==> config.mk <==
export PLATFORM = sky130hd
export DESIGN_NAME = matrix_change_event_scanner
export DESIGN_NICKNAME = d
export VERILOG_FILES = /design/src/rtl/core/mces_pkg.sv /design/src/rtl/core/matrix_change_event_scanner.sv /design/src/rtl/core/mces_ram.sv /design/src/rtl/core/mces_ctrl.sv /design/src/rtl/core/mces_evbuf.sv
export VERILOG_INCLUDE_DIRS = /design/src /design/src/rtl/core
export SDC_FILE = /design/constraint.sdc
export NUM_CORES = 1
export LEC_CHECK = 0
export ABC_AREA = 0
export BUFFER_PORTS_ARGS = -buffer_cell sky130_fd_sc_hd__buf_2
export CAP_MARGIN = 20
export CORE_MARGIN = 2
export CORE_UTILIZATION = 58
export CTS_BUF_LIST = sky130_fd_sc_hd__clkbuf_16
export CTS_CLUSTER_DIAMETER = 80
export DETAILED_ROUTE_END_ITERATION = 8
export HOLD_SLACK_MARGIN = 0.08
export PLACE_DENSITY = 0.79
export SETUP_SLACK_MARGIN = 0.05
export SYNTH_ARGS = -nofsm -noshare
export SYNTH_HDL_FRONTEND = slang
export SYNTH_SLANG_ARGS = --single-unit
==> constraint.sdc <==
create_clock -name clk -period 6.6 [get_ports clk]
set_input_delay 0.33 -clock clk [delete_from_list [all_inputs] [get_ports clk]]
set_output_delay 0.33 -clock clk [all_outputs]
set_load 0.1 [all_outputs]
==> src/rtl/core/matrix_change_event_scanner_defines.svh <==
// ----------------------------------------------------------------------------
// matrix_change_event_scanner_defines
// assertion helpers shared by the scanner modules
// ----------------------------------------------------------------------------
`ifndef MATRIX_CHANGE_EVENT_SCANNER_DEFINES_SVH
`define MATRIX_CHANGE_EVENT_SCANNER_DEFINES_SVH

// same-cycle implication, checked outside reset
`define MCES_ASSERT_NOW(label, clk, rst, cond, prop) \
  label: assert property (@(posedge clk) disable iff (rst) (cond) |-> (prop)) \
    else $error("scanner check failed");

// next-cycle implication, checked outside reset
`define MCES_ASSERT_NEXT(label, clk, rst, cond, prop) \
  label: assert property (@(posedge clk) disable iff (rst) (cond) |=> (prop)) \
    else $error("scanner check failed");

`endif

==> src/rtl/core/mces_pkg.sv <==
// ----------------------------------------------------------------------------
// mces_pkg
// shared constants and types of the matrix change event scanner
// ----------------------------------------------------------------------------
`default_nettype none

package mces_pkg;

  // matrix geometry
  localparam int ROWS   = 8;
  localparam int COLS   = 8;
  localparam int STRIDE = 8;

  localparam int ROW_W = (ROWS > 1) ? $clog2(ROWS) : 1;
  localparam int COL_W = (COLS > 1) ? $clog2(COLS) : 1;

  // field widths
  localparam int OCC_W  = 64;
  localparam int BASE_W = 6;
  localparam int FILE_W = 3;
  localparam int RANK_W = 4;
  localparam int SEQ_W  = 32;

  localparam logic [ROW_W-1:0]  ROW_LAST = ROW_W'(ROWS - 1);
  localparam logic [COL_W-1:0]  COL_LAST = COL_W'(COLS - 1);
  localparam logic [RANK_W-1:0] RANK_TOP = RANK_W'(8);
  localparam logic [SEQ_W-1:0]  SEQ_INIT = SEQ_W'(1);

  // one change event
  typedef struct packed {
    logic [FILE_W-1:0] file_index;
    logic [RANK_W-1:0] rank;
    logic              present;
    logic [SEQ_W-1:0]  seq;
  } event_t;

  // sequencer to event buffer
  typedef struct packed {
    logic push;
    logic flush;
  } buf_ctrl_t;

  // event buffer to sequencer
  typedef struct packed {
    logic push_ready;
    logic empty;
  } buf_stat_t;

  typedef enum logic [5:0] {
    ST_IDLE  = 6'b000001,
    ST_BASE  = 6'b000010,
    ST_READ  = 6'b000100,
    ST_LOAD  = 6'b001000,
    ST_SCAN  = 6'b010000,
    ST_FLUSH = 6'b100000
  } state_t;

endpackage

`default_nettype wire

==> src/rtl/core/matrix_change_event_scanner.sv <==
// a normal scan reads each row, loads it and compares it column by column, and ends with
//   a flush that moves the last event beat out; a full holding slot that waits on
//   out_stall holds the compare; a new scan is taken only once the last one has ended
//   and the block is idle again; a baseline scan writes each row to the board memory
// an event beat leaves one change later, or at scan end for the last one
// reset: row valid bits cleared (board reads all zeros), event counter to 1
// ----------------------------------------------------------------------------
// matrix_change_event_scanner
// 8x8 presence matrix change detector emitting, on a normal scan, one beat per changed square
// ----------------------------------------------------------------------------
`default_nettype none

module matrix_change_event_scanner (
  input  logic                        clk,
  input  logic                        rst,
  input  logic                        in_valid,
  output logic                        in_stall,
  input  logic [mces_pkg::OCC_W-1:0]  occupancy,
  input  logic                        baseline,
  output logic                        out_valid,
  input  logic                        out_stall,
  output logic [mces_pkg::FILE_W-1:0] file_index,
  output logic [mces_pkg::RANK_W-1:0] rank,
  output logic                        present,
  output logic [mces_pkg::SEQ_W-1:0]  sequence_res,
  output logic                        last
);

  import mces_pkg::*;

  event_t    ev;
  event_t    out_ev;
  buf_ctrl_t bctl;
  buf_stat_t bstat;

  // row sequencer with board memory
  mces_ctrl u_ctrl (
    .clk       (clk),
    .rst       (rst),
    .in_valid  (in_valid),
    .in_stall  (in_stall),
    .occupancy (occupancy),
    .baseline  (baseline),
    .ev        (ev),
    .bctl      (bctl),
    .bstat     (bstat)
  );

  // event holding slot and output register
  mces_evbuf u_evbuf (
    .clk       (clk),
    .rst       (rst),
    .ev        (ev),
    .bctl      (bctl),
    .bstat     (bstat),
    .out_valid (out_valid),
    .out_stall (out_stall),
    .out_ev    (out_ev),
    .out_last  (last)
  );

  assign file_index   = out_ev.file_index;
  assign rank         = out_ev.rank;
  assign present      = out_ev.present;
  assign sequence_res = out_ev.seq;

endmodule

`default_nettype wire

==> src/rtl/core/mces_ram.sv <==
// ----------------------------------------------------------------------------
// mces_ram
// generic simple dual-port ram, one write and one registered read port
// ----------------------------------------------------------------------------
`default_nettype none

module mces_ram #(
  parameter int WIDTH = 8,
  parameter int DEPTH = 8,
  parameter int AW    = (DEPTH > 1) ? $clog2(DEPTH) : 1
) (
  input  logic             clk,
  input  logic             we,
  input  logic [AW-1:0]    waddr,
  input  logic [WIDTH-1:0] wdata,
  input  logic             re,
  input  logic [AW-1:0]    raddr,
  output logic [WIDTH-1:0] rdata
);

  logic [WIDTH-1:0] mem [DEPTH];

  // write port
  always_ff @(posedge clk) begin
    if (we) begin
      mem[waddr] <= wdata;
    end
  end

  // registered read port
  always_ff @(posedge clk) begin
    if (re) begin
      rdata <= mem[raddr];
    end
  end

endmodule

`default_nettype wire

==> src/rtl/core/mces_ctrl.sv <==
// ----------------------------------------------------------------------------
// mces_ctrl
// row sequencer: baseline scans only write rows; normal ones read each stored row, walk its squares, write it back
// ----------------------------------------------------------------------------
`default_nettype none
`include "matrix_change_event_scanner_defines.svh"

module mces_ctrl (
  input  logic                       clk,
  input  logic                       rst,
  input  logic                       in_valid,
  output logic                       in_stall,
  input  logic [mces_pkg::OCC_W-1:0] occupancy,
  input  logic                       baseline,
  output mces_pkg::event_t           ev,
  output mces_pkg::buf_ctrl_t        bctl,
  input  mces_pkg::buf_stat_t        bstat
);

  import mces_pkg::*;

  state_t            state;
  logic [OCC_W-1:0]  occ_q;
  logic [ROW_W-1:0]  row;
  logic [COL_W-1:0]  col;
  logic [COLS-1:0]   row_bits;
  logic [ROWS-1:0]   row_vld;
  logic [SEQ_W-1:0]  counter;

  logic [BASE_W-1:0] row_base;
  logic [COLS-1:0]   occ_row;
  logic              diff;
  logic              advance;
  logic              in_acc;
  logic              ram_we;
  logic              ram_re;
  logic [COLS-1:0]   ram_rdata;

  // scanned bits of the current row
  assign row_base = BASE_W'(row) * BASE_W'(STRIDE);
  assign occ_row  = occ_q[row_base +: COLS];

  assign in_stall = (state != ST_IDLE);
  assign in_acc   = in_valid && !in_stall;

  // square compare and walker advance
  assign diff    = (state == ST_SCAN) && (occ_row[col] != row_bits[col]);
  assign advance = (state == ST_SCAN) && (!diff || bstat.push_ready);

  assign bctl.push  = diff;
  assign bctl.flush = (state == ST_FLUSH);

  assign ev.file_index = FILE_W'(col);
  assign ev.rank       = RANK_TOP - RANK_W'(row);
  assign ev.present    = occ_row[col];
  assign ev.seq        = counter;

  // the stored row after a scan equals the scanned row
  assign ram_we = (state == ST_BASE) || (advance && (col == COL_LAST));
  assign ram_re = (state == ST_READ);

  mces_ram #(
    .WIDTH (COLS),
    .DEPTH (ROWS)
  ) u_board (
    .clk   (clk),
    .we    (ram_we),
    .waddr (row),
    .wdata (occ_row),
    .re    (ram_re),
    .raddr (row),
    .rdata (ram_rdata)
  );

  // sequencer
  always_ff @(posedge clk) begin
    if (rst) begin
      state   <= ST_IDLE;
      row     <= '0;
      col     <= '0;
      row_vld <= '0;
      counter <= SEQ_INIT;
    end else begin
      unique case (state)
        ST_IDLE: begin
          if (in_acc) begin
            row   <= '0;
            col   <= '0;
            state <= baseline ? ST_BASE : ST_READ;
          end
        end
        ST_BASE: begin
          row_vld[row] <= 1'b1;
          if (row == ROW_LAST) begin
            state <= ST_IDLE;
          end else begin
            row <= row + 1'b1;
          end
        end
        ST_READ: begin
          state <= ST_LOAD;
        end
        ST_LOAD: begin
          col   <= '0;
          state <= ST_SCAN;
        end
        ST_SCAN: begin
          if (advance) begin
            if (diff) begin
              counter <= counter + 1'b1;
            end
            if (col == COL_LAST) begin
              row_vld[row] <= 1'b1;
              if (row == ROW_LAST) begin
                state <= ST_FLUSH;
              end else begin
                row   <= row + 1'b1;
                state <= ST_READ;
              end
            end else begin
              col <= col + 1'b1;
            end
          end
        end
        ST_FLUSH: begin
          if (bstat.empty) begin
            state <= ST_IDLE;
          end
        end
        default: begin
          state <= ST_IDLE;
        end
      endcase
    end
  end

  // capture the scan and the stored row; a row never written reads as zero
  always_ff @(posedge clk) begin
    if (in_acc) begin
      occ_q <= occupancy;
    end
    if (state == ST_LOAD) begin
      row_bits <= row_vld[row] ? ram_rdata : '0;
    end
  end

  `MCES_ASSERT_NEXT(a_cnt_hold, clk, rst, !(diff && bstat.push_ready), $stable(counter))
  `MCES_ASSERT_NEXT(a_flush_done, clk, rst, (state == ST_FLUSH) && bstat.empty,
                    state == ST_IDLE)
  `MCES_ASSERT_NEXT(a_start, clk, rst, in_acc, (state == ST_BASE) || (state == ST_READ))

endmodule

`default_nettype wire

==> src/rtl/core/mces_evbuf.sv <==
// ----------------------------------------------------------------------------
// mces_evbuf
// one-event holding slot and output register; marks the final event of a scan
// ----------------------------------------------------------------------------
`default_nettype none
`include "matrix_change_event_scanner_defines.svh"

module mces_evbuf (
  input  logic                clk,
  input  logic                rst,
  input  mces_pkg::event_t    ev,
  input  mces_pkg::buf_ctrl_t bctl,
  output mces_pkg::buf_stat_t bstat,
  output logic                out_valid,
  input  logic                out_stall,
  output mces_pkg::event_t    out_ev,
  output logic                out_last
);

  import mces_pkg::*;

  event_t hold;
  logic   hold_v;
  logic   out_free;
  logic   push_acc;
  logic   flush_mv;

  // a held event moves out once a later one shows up or the scan ends
  assign out_free = !out_valid || !out_stall;
  assign bstat.push_ready = !hold_v || out_free;
  assign bstat.empty      = !hold_v;
  assign push_acc = bctl.push && bstat.push_ready;
  assign flush_mv = !bctl.push && bctl.flush && hold_v && out_free;

  // control
  always_ff @(posedge clk) begin
    if (rst) begin
      hold_v    <= 1'b0;
      out_valid <= 1'b0;
    end else begin
      priority if (push_acc) begin
        hold_v <= 1'b1;
        if (hold_v) begin
          out_valid <= 1'b1;
        end else if (out_free) begin
          out_valid <= 1'b0;
        end
      end else if (flush_mv) begin
        hold_v    <= 1'b0;
        out_valid <= 1'b1;
      end else if (out_free) begin
        out_valid <= 1'b0;
      end
    end
  end

  // payload
  always_ff @(posedge clk) begin
    if (push_acc) begin
      hold <= ev;
      if (hold_v) begin
        out_ev   <= hold;
        out_last <= 1'b0;
      end
    end else if (flush_mv) begin
      out_ev   <= hold;
      out_last <= 1'b1;
    end
  end

  `MCES_ASSERT_NEXT(a_push_out, clk, rst, push_acc && hold_v, out_valid && !out_last)
  `MCES_ASSERT_NEXT(a_flush_out, clk, rst, flush_mv, out_valid && out_last && !hold_v)

endmodule

`default_nettype wire
Word-level counts from Yosys, hierarchy flattened
Memory sizes are Yosys's and may differ from the RTL's. A register that Yosys moved wholly into a read port is not among the register bits.
Cells that the tools add are included.

word-level totals
  bits in registers = 207
  memory bits (writable) = 64
  bits of input ports = 69
  output and inout bits = 43
  word-level logic and storage cells = 114
  memories kept = 1

memories
  name                words  width  rd ports  clocked after memory_dff  write ports  RTL line        text
  u_ctrl.u_board.mem  8      8      1         1                         1            mces_ram.sv:21  logic [WIDTH-1:0] mem [DEPTH];

cells by class
  $add $sub $neg = 4
  $lt $le $gt $ge = 3
  equal/unequal tests = 17
  shift-type cells = 1
  mux-type cells = 41
  bitwise operators = 1
  reduce and logical (&&, ||, !) cells = 28

operators with widths
  cell                                                         count
  2-to-1 mux 40 bit                                            3
  indexed part select 64 x 7 -> 8 bit                          1
  2-to-1 mux 6 bit                                             6
  case mux 6 bit (6 select lines)                              1
  adder 32 x 1 -> 32 bit (second input constant)               1
  2-to-1 mux 3 bit                                             7
  case mux 3 bit (3 select lines)                              2
  2-to-1 mux 8 bit                                             2
  case mux 8 bit (2 select lines)                              1
  2-to-1 mux 1 bit                                             15
  binary-select mux 1 bit (select 3 bit)                       3
  logical AND 1 bit                                            9
  less-than comparator 3 x 4 -> 1 bit (second input constant)  2
  inequality test 2 bit (second input constant)                4
  OR 8 bit                                                     1
  AND reduction 4 bit                                          2
  adder 3 x 1 -> 3 bit (second input constant)                 2
  equality test 3 bit (second input constant)                  2
  equality test 6 x 1 -> 1 bit (second input constant)         1
  equality test 6 x 2 -> 1 bit (second input constant)         1
  equality test 6 x 3 -> 1 bit (second input constant)         1
  equality test 6 x 4 -> 1 bit (second input constant)         1
  equality test 6 x 5 -> 1 bit (second input constant)         1
  equality test 6 bit (second input constant)                  1
  other kinds (13)                                             25

Longest topological paths before layout
  depth after elaboration = 12
  gate-level depth with buffers = 14

Modules after synthesis
Synthesis repeated with hierarchy kept, for this count alone.

second synthesis, totals
  cells, all modules = 707
  area total of the unflattened synthesis = 10925.5 µm²

by module, submodules not included
  module      instances  cells an instance  area an instance (µm²)  sequential area each (µm²)
  mces_ctrl   1          499                5621.6                  3203.1
  mces_ram    1          114                2771.4                  2162.1
  mces_evbuf  1          94                 2532.4                  2472.4

Least setup slack after synthesis
OpenSTA, ideal clock, no wires.

  path kind = reg-to-reg
  from = reg u_ctrl.row[0]
  to = reg u_evbuf.out_ev[0] (netlist name)
  setup time = 453 ps
  arrival time = 4750 ps
  required time = 6147 ps
  path slack = 1397 ps
  cell stages (with the launch flop) = 13
  cells stage by stage = dfxtp_1 buf_6 buf_8 mux4_1 mux2_2 o22a_1 o311ai_1 or3b_4 mux2i_4 clkbuf_1 nor2_1 a21oi_1 a21oi_1

between the ends
  longest elaborated chain between the ends = 11
  elaborated cells between the ends (all ways) = 13

ends and longest elaborated chain
  what                                      RTL line          text
  from (decl)                               mces_ctrl.sv:24   logic [ROW_W-1:0] row;
  from (signal assigned)                    mces_ctrl.sv:97   row <= row + 1'b1;
  from (signal assigned)                    mces_ctrl.sv:117  row <= row + 1'b1;
  indexed part select 64 x 7 -> 8 bit *     mces_ctrl.sv:41   assign occ_row = occ_q[row_base +: COLS];
  net u_ctrl.occ_row[1]                     mces_ctrl.sv:31   logic [COLS-1:0] occ_row;
  binary-select mux 1 bit (select 3 bit) *  mces_ctrl.sv:47   assign diff = (state == ST_SCAN) && (occ_row[col] != row_bits[col]);
  2-to-1 mux 1 bit (not written as such) *  mces_ctrl.sv:47
  inequality test 1 bit *                   mces_ctrl.sv:47
  logical AND 1 bit *                       mces_ctrl.sv:47
  zero test 1 bit                           mces_evbuf.sv:33  assign flush_mv = !bctl.push && bctl.flush && hold_v && out_free;
  logical AND 1 bit (3 in series)           mces_evbuf.sv:33
  nonzero test 2 bit (no source line)       n/a
  AND reduction 2 bit (no source line) *    n/a

Mark *: on every way through the listed nets, which the timed path passes. The rest lies on a longest branch. The select of a mux whose other input is x is not followed.
A chain may end at the register's enable or synchronous reset.

Worst setup path in the final report
  from = reg u_ctrl.row[0]
  to = mem u_ctrl.u_board.mem[6][3] (enable)

between the ends
  longest elaborated chain between the ends = 12

ends and longest elaborated chain
  what                                    RTL line         text
  indexed part select 64 x 7 -> 8 bit     mces_ctrl.sv:41
  net u_ctrl.occ_row[0]                   mces_ctrl.sv:31
  binary-select mux 1 bit (select 3 bit)  mces_ctrl.sv:47
  2-to-1 mux 1 bit (not written as such)  mces_ctrl.sv:47
  inequality test 1 bit                   mces_ctrl.sv:47
  logical AND 1 bit                       mces_ctrl.sv:47
  zero test 1 bit                         mces_ctrl.sv:48  assign advance = (state == ST_SCAN) && (!diff || bstat.push_ready);
  logical OR 1 bit                        mces_ctrl.sv:48
  logical AND 1 bit                       mces_ctrl.sv:48
  logical AND 1 bit                       mces_ctrl.sv:59  assign ram_we = (state == ST_BASE) || (advance && (col == COL_LAST));
  logical OR 1 bit                        mces_ctrl.sv:59
  2-to-1 mux 1 bit                        mces_ram.sv:25   if (we) begin
  2-to-1 mux 1 bit (not written as such)  mces_ram.sv:26   mem[waddr] <= wdata;
  to (decl)                               mces_ram.sv:21

The timed path passes the listed nets, and every way through them passes these cells. The select of a mux whose other input is x is not followed.

==> impl_metrics.ini <==
[yosys]
yosysTopAreaCellShare_pct = 61.9
synth_top_cell_by_area = edfxtp_1
synth_seq_cells = 279
syn_area_per_cell_um2 = 15.4
ys.flop_type = edfxtp_1
synth_edf_count = 225
yosysSeqAreaShare_pct = 71.8
syn_nets = 784
yosys_warnings = 0
yosys-top-cells-area = edfxtp_1 62%, dfxtp_1 9.9%, mux4_2 3.5%, mux2i_1 2.1%, nand2_1 1.9%
syn_area_mm2 = 0.0109
async_flop_share_pct = 0
synthCells = 709
synth_cell_types = 81

[placement]
place.gp.congestion = 0.911
dp.cells = 1031
post-dp-hpwl_um = 14000
port_buffers = 111

[critical_path]
arrival_ps = 5200
slowest_stage = dfxtp_2
crit_chain = buf_4 > inv_1 > nand2_1 > o2111ai_1 > o311ai_1 > or3b_4 > mux2i_4 > nor3_2 > o21ai_2 > and3_1
required_ps = 6790
criticalPathCategory = flop to flop
startpoint_type = flop
critPathMaxFanout = 23
max_stage_delay_ps = 650
worst-path-buf-inv = 2
path_delay_family = compound AO/OA/AOI/OAI gates
worst_setup_path_end_kind = flop

[route]
wl_per_cell_um = 19.9
drtPass1Iterations = 5
ant_nets = 0
vias_per_cell = 5.84
initialDrtViolationCount = 687
dr_total_vias = 6693
drcViolationCount = 0
drt_wl_total_um = 22800

[sta]
hold_violations = 0
max_freq_mhz = 200
timing.final.crit_share_pct = 75.8
worst_hold_slack_ps = 103
slew_headroom_pct = 33.6
tightestPinTransition_ps = 987
rsz0062_at_grt = false
skew_ps = 13.0
period_minus_slack_ps = 5000
final-setup-viol-count = 0
tns_ps = 0
slew_violations = 0

[power_and_ir_drop]
ir_worst_vdd_mv = 0.235
power.net_switching_uw = 759
power.density_mw_per_mm2 = 279
p_clk_share_pct = 41.2
seq_power_share_pct = 53.5
p_comb_share_pct = 5.3
leakagePower_uw = 0.00439
design_power_total_uw = 3690
p_sw_share_pct = 20.5
p_int_uw = 2940

[floorplanning]
start_util_pct = 58.8
rows = 50
ioPinCount = 112
die_height_um = 141
die_area_mm2 = 0.0199
die_w_um = 141
core_mm2 = 0.0186

[cts]
cts_setup_buffers = 0
cts_tree = built
cts_resized = 0
cts_buffer_depth = 3
worstSkewPairLatency_ps = 530
htreeDepth = 1
cts_root_buffer = clkbuf_16
cts_sinks = 279
clkSlewWorstSetupHoldPaths_ps = 60
numCtsBuffers = 27

[final_layout]
final_cells = 1146
nFillCells = 1161
final_common_cell = edfxtp_1
syn_to_final_growth_pct = 21.2
final_nets = 967
ff_latch_area_mm2 = 0.00784
multi_input_comb_area_mm2 = 0.00286
n_antenna_cell = 0
drive_gt1_share_pct = 23.2
most-common-layout-cells = 225 x edfxtp_1, 112 x buf_2, 64 x dlygate4sd3_1

[global_routing]
grt_antenna_before_repair = 0
grt_pass1_wl_um = 35500
grt_pass1_vias = 6703
track_usage_pct = 23.0
grt_start_max_net_pins = 66
grt_overflow = 0

[status]
outcome = completed

[min_path]
min_path_type = primary input to flop

[flow_run]
drv_cap = 0
==> power groups by stage <==
stage | Sequential, uW | Combinational [uW] | Clock [uW]
global route | 1980 | 209 | 1610
finish | 1980 | 195 | 1520
global placement | 2010 | 155 | 0
floorplan | 2010 | 105 | 0
CTS | 1970 | 191 | 1540
detailed placement | 2010 | 162 | 0
==> timing repair <==
item / in CTS / in global routing
setup endpoints to repair: 0 / 0
hold buffers: 64 / 0
hold endpoints to repair: 64 / 0
==> worst paths after layout <==
path | from | end | slack (ps) | cells after the start
setup / recovery | u_ctrl.row[0]$_SDFFE_PP0P_ | u_ctrl.u_board.mem[6][3]$_DFFE_PP_ | 1600 | 10
hold / removal | baseline | u_ctrl.state[1]$_SDFFE_PP0P_ | 100 | 3
setup reg to reg | u_ctrl.row[0]$_SDFFE_PP0P_ | u_ctrl.u_board.mem[6][3]$_DFFE_PP_ | 1600 | 10
hold reg to reg | u_evbuf.hold[7]$_DFFE_PP_ | u_evbuf.out_ev[7]$_DFFE_PP_ | 420 | 0
==> metrics by stage <==
step / setup WS (ps) / instance area, um2 / utilization (%)
floorplan: 1400 / 10900 / -
global placement: 1880 / 11700 / 62.8
detailed placement: 1650 / 11700 / 63.0
CTS: 1700 / 13200 / 71.2
global route: 1320 / 13200 / 71.2
finish: 1600 / 13200 / 71.2
==> synth_stat cells (8+ instances only) <==
library cell / instances
dfxtp_1: 54
nand3_1: 14
nor4_1: 8
nand4_1: 8
mux4_2: 17
mux2i_1: 23
o21ai_1: 8
o21ai_0: 17
xnor2_1: 8
clkbuf_1: 11
nand2_1: 54
or3_1: 15
nor2_1: 35
edfxtp_1: 225
inv_1: 21
a21oi_1: 36
and3_1: 11
and2_1: 13
==> cell type report <==
type / instances / area share, %
well taps: 234 / 2.21
clock buffers: 27 / 5.10
flip-flops and latches: 279 / 59.2
repair buffers: 184 / 9.66
multi-input cells: 377 / 21.6
clock inverters: 22 / 1.56
inverters: 23 / 0.652
==> tightest hold or removal path, delay by kind of cell <==
family                 cells  cell delay, ps
buffers and inverters      1             120
AOI/OAI and AO/OA          1              70
and+or+nand+nor            1              80
==> sequential cells by signal, summed over array words and instances, names as in the netlist <==
| register | flops |
|---|---|
| u_evbuf.out_last | 1 |
| u_evbuf.hold_v | 1 |
| u_ctrl.col | 3 |
| u_ctrl.row_bits | 8 |
| u_ctrl.row_vld | 8 |
| u_ctrl.u_board.mem | 64 |
| u_evbuf.out_ev | 40 |
| u_evbuf.hold | 40 |
| u_ctrl.row | 3 |
| u_ctrl.occ_q | 64 |
| u_ctrl.state | 6 |
| u_ctrl.u_board.rdata | 8 |
| u_evbuf.out_valid | 1 |
| u_ctrl.counter | 32 |
==> routing by layer <==
layer,GRT usage [%],vias to the layer above,wire [um]
li1,-,3103,-
met1,30.0,3245,8950
met2,40.2,296,11600
met3,3.40,49,1570
met4,7.32,0,675
met5,0,-,0
==> cells by family (layout without fill, tap and decap cells) <==
logic type / Yosys count / count (layout) / synth area share (%)
AOI/OAI and AO/OA: 106 / 106 / 6.81
xor gates and xnor gates: 8 / 8 / 0.642
adders and majority gates: 6 / 6 / 0.687
buffers and inverters: 53 / 256 / 2.33
DFF: 279 / 279 / 71.8
muxes: 51 / 51 / 7.30
and+or+nand+nor: 206 / 206 / 10.5
No activity file was read; power rests on OpenSTA's default activity.
